<file path="config.mk">
export PLATFORM = sky130hd
export DESIGN_NAME = bptc_ctrl
export DESIGN_NICKNAME = d
export VERILOG_FILES = /design/src/sv/bptc_pkg.sv /design/src/sv/bptc_ctrl.sv
export SDC_FILE = /design/constraint.sdc
export NUM_CORES = 1
export LEC_CHECK = 0
export BUFFER_PORTS_ARGS = -buffer_cell sky130_fd_sc_hd__buf_2
export CAP_MARGIN = 10
export CORE_AREA = 2 2 39 41
export CTS_BUF_LIST = sky130_fd_sc_hd__clkbuf_16
export DETAILED_ROUTE_END_ITERATION = 16
export DIE_AREA = 0 0 41 43
export PLACE_DENSITY = 0.53
export REMOVE_ABC_BUFFERS = 1
export SLEW_MARGIN = 20
export SYNTH_ARGS = -nofsm -noshare
export SYNTH_HDL_FRONTEND = slang
export SYNTH_SLANG_ARGS = --single-unit
</file>
<file path="constraint.sdc">
create_clock -name clk_i -period 2 [get_ports clk_i]
set_input_delay 0.2 -clock clk_i [delete_from_list [all_inputs] [get_ports clk_i]]
set_output_delay 0.2 -clock clk_i [all_outputs]
set_load 0.01 [all_outputs]
</file>
<file path="src/sv/bptc_pkg.sv">
// shared constants, codes and command/status types for the pressure compensation block
// no dependencies
package bptc_pkg;

  localparam int RAW_W     = 24;
  localparam int COEF_W    = 16;
  localparam int NUM_COEFS = 6;
  localparam int CFG_IDX_W = 3;
  localparam int RES_W     = 32;
  localparam int DT_W      = 25;
  localparam int MUL_A_W   = 25;
  localparam int MUL_B_W   = 23;
  localparam int PROD_W    = MUL_A_W + MUL_B_W;
  localparam int OFF_W     = 36;
  localparam int SENS_W    = 36;
  localparam int SENS_LO_W = 22;
  localparam int ACC_W     = 60;
  localparam int X_W       = 40;

  localparam logic [RES_W-1:0] TEMP_BASE = RES_W'(2000);

  typedef enum logic [CFG_IDX_W-1:0] {
    CFG_SENS,
    CFG_OFFSET,
    CFG_SENS_TC,
    CFG_OFFSET_TC,
    CFG_REF_TEMP,
    CFG_TEMP_SLOPE
  } cfg_idx_e;

  typedef enum logic [3:0] {
    OP_NONE,
    OP_LOAD,
    OP_T_DIFF,
    OP_T_MUL,
    OP_T_FIN,
    OP_P_MUL_OFF,
    OP_P_OFF,
    OP_P_SENS,
    OP_P_MUL_LO,
    OP_P_MUL_HI,
    OP_P_ACC,
    OP_P_SUB,
    OP_P_FIN
  } op_e;

  typedef struct packed {
    op_e op;
  } bptc_cmd_t;

  typedef struct packed {
    logic out_free;
  } bptc_stat_t;

endpackage

</file>
<file path="src/sv/bptc_ctrl.sv">
// controller: sequences the datapath through temperature or pressure steps
// depends on bptc_pkg
module bptc_ctrl (
  input  logic                  clk_i,
  input  logic                  rst_ni,
  input  logic                  s_axis_tvalid,
  output logic                  s_axis_tready,
  input  logic                  s_axis_tuser,   // mode
  input  bptc_pkg::bptc_stat_t  stat_i,
  output bptc_pkg::bptc_cmd_t   cmd_o
);
  import bptc_pkg::*;

  localparam logic [3:0] S_IDLE      = 4'd0;
  localparam logic [3:0] S_T_DIFF    = 4'd1;
  localparam logic [3:0] S_T_MUL     = 4'd2;
  localparam logic [3:0] S_T_FIN     = 4'd3;
  localparam logic [3:0] S_P_MUL_OFF = 4'd4;
  localparam logic [3:0] S_P_OFF     = 4'd5;
  localparam logic [3:0] S_P_SENS    = 4'd6;
  localparam logic [3:0] S_P_MUL_LO  = 4'd7;
  localparam logic [3:0] S_P_MUL_HI  = 4'd8;
  localparam logic [3:0] S_P_ACC     = 4'd9;
  localparam logic [3:0] S_P_SUB     = 4'd10;
  localparam logic [3:0] S_P_FIN     = 4'd11;

  logic [3:0] state_q, state_d;

  assign s_axis_tready = (state_q == S_IDLE);

  always_comb begin
    state_d   = state_q;
    cmd_o.op  = OP_NONE;
    unique case (state_q)
      S_IDLE: begin
        if (s_axis_tvalid) begin
          cmd_o.op = OP_LOAD;
          state_d  = s_axis_tuser ? S_P_MUL_OFF : S_T_DIFF;
        end
      end
      S_T_DIFF:    begin cmd_o.op = OP_T_DIFF;    state_d = S_T_MUL;    end
      S_T_MUL:     begin cmd_o.op = OP_T_MUL;     state_d = S_T_FIN;    end
      S_T_FIN: begin
        if (stat_i.out_free) begin
          cmd_o.op = OP_T_FIN;
          state_d  = S_IDLE;
        end
      end
      S_P_MUL_OFF: begin cmd_o.op = OP_P_MUL_OFF; state_d = S_P_OFF;    end
      S_P_OFF:     begin cmd_o.op = OP_P_OFF;     state_d = S_P_SENS;   end
      S_P_SENS:    begin cmd_o.op = OP_P_SENS;    state_d = S_P_MUL_LO; end
      S_P_MUL_LO:  begin cmd_o.op = OP_P_MUL_LO;  state_d = S_P_MUL_HI; end
      S_P_MUL_HI:  begin cmd_o.op = OP_P_MUL_HI;  state_d = S_P_ACC;    end
      S_P_ACC:     begin cmd_o.op = OP_P_ACC;     state_d = S_P_SUB;    end
      S_P_SUB:     begin cmd_o.op = OP_P_SUB;     state_d = S_P_FIN;    end
      S_P_FIN: begin
        if (stat_i.out_free) begin
          cmd_o.op = OP_P_FIN;
          state_d  = S_IDLE;
        end
      end
      default: begin
        state_d = S_IDLE;
      end
    endcase
  end

  always_ff @(posedge clk_i or negedge rst_ni) begin
    if (!rst_ni) begin
      state_q <= S_IDLE;
    end else begin
      state_q <= state_d;
    end
  end

endmodule

</file>
### Word level (Yosys, flattened, before mapping)

Index checks and enable logic that the tools add are counted.
W data, S select, Z words.

* eq/ne operators: 13
* muxes and demuxes: 8
* reduce and logical (&&, ||, !) cells: 3

Operators by type and width (count)
* $pmux W4 S12: 1
* $pmux W4 S11: 1
* $eq A4 B3 Y1 const B: 4
* $eq A4 B4 Y1 const B: 4
* $mux W4: 3
* $eq A4 B2 Y1 const B: 2
* $mux W3: 2
* $eq A4 B1 Y1 const B: 1
* $logic_not A4 Y1: 1
* $ne A2 B1 Y1 const B: 1
* $ne A2 B2 Y1 const B: 1
* $reduce_and A2 Y1: 1
* $reduce_or A2 Y1: 1
* $mux W1: 1

* register bits: 4
* input bits: 5
* output and inout port bits: 5
* word-level logic and storage cells: 25

### Depth between registers and ports, before layout

* word-level depth: 4
* mapped depth: 4

### Worst setup path before layout

Ideal clock, no wire load.

* path type: reg2out
* start point: register state_q[0]
* end point: output port s_axis_tready
* arrival time: 0.946 ns
* required time: 1.800 ns
* path slack: 0.854 ns
* stages on the path, launching flop included: 3
* buffers on the path: 1
* cell sequence: dfrtp_1 > buf_2 > nor4_1

* longest elaborated chain between the ends: 1

RTL lines
* from (decl): RTL line bptc_ctrl.sv:27 `logic [3:0] state_q, state_d;`
* from (signal assigned): RTL line bptc_ctrl.sv:72 `state_q <= state_d;`
* $logic_not A4 Y1: RTL line bptc_ctrl.sv:29 `assign s_axis_tready = (state_q == S_IDLE);`
* to (decl): RTL line bptc_ctrl.sv:7 `output logic s_axis_tready,`

No other way between the ends.

==> impl_metrics.yaml <==
routing:
  wl_per_cell_um: 10.5
  routed_via_density: 4.45
  drt_iter0_markers: 2
  vias: 267
  routed_wl_um: 628
  dr.pass1.iters: 3
  drc_errors: 0
  antenna_left: 0
timing:
  min_period_ns: 1.49
  finalWorstSetupSlack_ns: 0.509
  hold_ws_ns: 0.255
  worst_slew_pin_slew_ns: 0.406
  slew-limit-headroom_pct: 73.0
  final_min_period_over_clock_period_pct: 74.6
  tns_ns: 0
  drv_slew: 0
  hold_violations: 0
  rsz0062_at_grt: "no"
  clock.fmax_mhz: 671
  fin_skew_ns: 0.00217
  setup_viol: 0
place:
  postPlaceCellArea_um2: 337
  dp_cells: 56
  place_ws_ns: 0.767
  portBuffers: 9
  gp_congestion: 0.705
  dp_hpwl_um: 444
die:
  start_util_pct: 22.4
  die_w_um: 41
  dieArea_um2: 1760
  core-area_um2: 1380
  ios: 10
  rows: 14
  fp.dieH_um: 43
worst_setup_path:
  cp_top_family: "flip-flops"
  cp-startpoint: "state_q[3]"
  path_cells: "a21oi_1, a21boi_1, buf_2"
  critPathSlowestCell: "dfrtp_1"
  arrival_ns: 1.29
  r2r_start: "state_q[3]"
  path_max_fanout: 9
  worst-path-buf-inv: 1
  crit_required_ns: 1.80
  worst_setup_path_end_kind: "output port"
  critPathKind: "register to output port"
  critPathMaxStageDelay_ns: 0.51
  cp-start-kind: "register"
clock_network:
  cts_sinks: 4
  ctsResizeCount: 0
  cts_setup_buffers: 0
  cts_tree: "done"
  clkTransAtPathRegs_ns: 0.03
  cts_inserted_buffers: 3
  clock_latency_ns: 0.22
  cts_buffer_depth: 2
  htreeDepth: 1
  clockRootBuffer: "clkbuf_16"
yosys:
  avgSynthCellArea_um2: 8.87
  synth_edf_count: 0
  synthTopCellsByCount: "a21oi_1 (4), dfrtp_1 (4), nor2_1 (4)"
  synth_cells: 35
  yosysTopAreaCell: "dfrtp_1"
  syn_area_um2: 310
  async_flop_share_pct: 100
  synth_top_area_share_pct: 32.3
  ys.flop_type: "dfrtp_1"
  ys.warnings.count: 0
  seq_area_frac_synth_pct: 32.3
  ys_seq_elements: 4
  synth.distinct_cells: 21
  yosys-top-cells-area: "dfrtp_1 (32%), buf_6 (11%), a21oi_1 (6.5%)"
layout:
  largest_reg_flops: 4
  nets: 51
  drive_gt1_share_pct: 34.1
  reg_top3: "state_q x4"
  largest-register: "state_q"
  areaGrowthSynthToFinish_pct: 35.9
  diodes: 0
  stdcell_count: 60
  post-route-cell-area_um2: 422
power:
  powerDensity_nw_per_um2: 1900
  p_leak_nw: 0.188
  vdd_drop_max_uv: 786
global_routing:
  gr-total-overflow: 0
  grt_pass1_vias: 254
  track_usage_pct: 8.69
  grt_pass1_wl_mm: 1.01
  antenna_found_initial: 0
  grt_max_degree: 12
hold_path:
  hold_class: "primary input to register"
  hold_start: "s_axis_tvalid"
run_status:
  status: "finished clean"
flow_run:
  timing.max_cap.violations: 0
logic make-up after synthesis:
group | count (synthesis) | share of synthesized area [%]
flip-flops | 4 | 32.3
buffers and inverters | 5 | 13.7
AND/OR/NAND/NOR | 13 | 29.0
AO/OA/AOI/OAI | 12 | 22.2
XOR/XNOR | 1 | 2.82
per-layer routing:
layer  track usage, %  wire length (um)  vias to the layer above
li1                 -                 -                      141
met1             12.5               332                      117
met2             10.3               253                        9
met3             4.71                41                        0
met4             4.00                 0                        0
met5                0                 0                        -
power breakdown:
group	switching (mW)	total, mW	leakage, nW	internal (mW)
clock	0.0539	0.309	0.0370	0.255
sequential	0.100	0.215	0.0495	0.115
combinational	0.126	0.277	0.102	0.151
total	0.280	0.801	0.188	0.521
repair_timing:
action,4_1_cts,5_1_grt
hold buffers,1,0
hold endpoints to repair,4,0
endpoints found under the setup margin,0,0
worst min-delay path: stages:
cell	delay, ns
buf_2	0.09
a31oi_1	0.07
nor2_1	0.08
per-stage QoR:
stage          total power, mW  utilization [%]
2_1_floorplan            0.393                -
3_3_place_gp             0.496             24.3
3_5_place_dp             0.496             24.3
4_1_cts                  0.810             30.5
5_1_grt                  0.853             30.5
6_report                 0.801             30.5
final cells by class:
cell class | count | area [um2]
well taps | 16 | 20.0
fillers | 145 | 962
repair buffers | 10 | 55.1
clock buffers | 3 | 75.1
inverters | 1 | 3.75
flip-flops and latches | 4 | 100
multi-input cells | 26 | 168
layout by cell type, fill, tap and decap left out:
cell type	count
buf_2	9
a21oi_1	4
nor2_1	4
dfrtp_1	4
clkbuf_16	3
o21ai_0	2
a21boi_1	2
o21ai_1	2
nand3_1	1
nand2_1	1
nand3b_1	1
xnor2_1	1
inv_1	1
nor3_4	1
nand2b_4	1
nand4b_1	1
nor4_1	1
nor2b_1	1
a31oi_1	1
and3_2	1
o21a_1	1
dlygate4sd3_1	1
final timing paths:
| kind | slack (ns) | end | cells past startpoint |
|---|---|---|---|
| setup / recovery | 0.51 | cmd_o[0] | 3 |
| hold / removal | 0.25 | state_q[2] | 3 |
| setup reg to reg | 0.95 | state_q[0] | 3 |
| hold reg to reg | 0.70 | state_q[2] | 1 |
| max in group asynchronous | 1.57 | state_q[0] | 2 |
| min in group asynchronous | 0.31 | state_q[1] | 2 |
No activity file was read; power rests on OpenSTA's default activity.
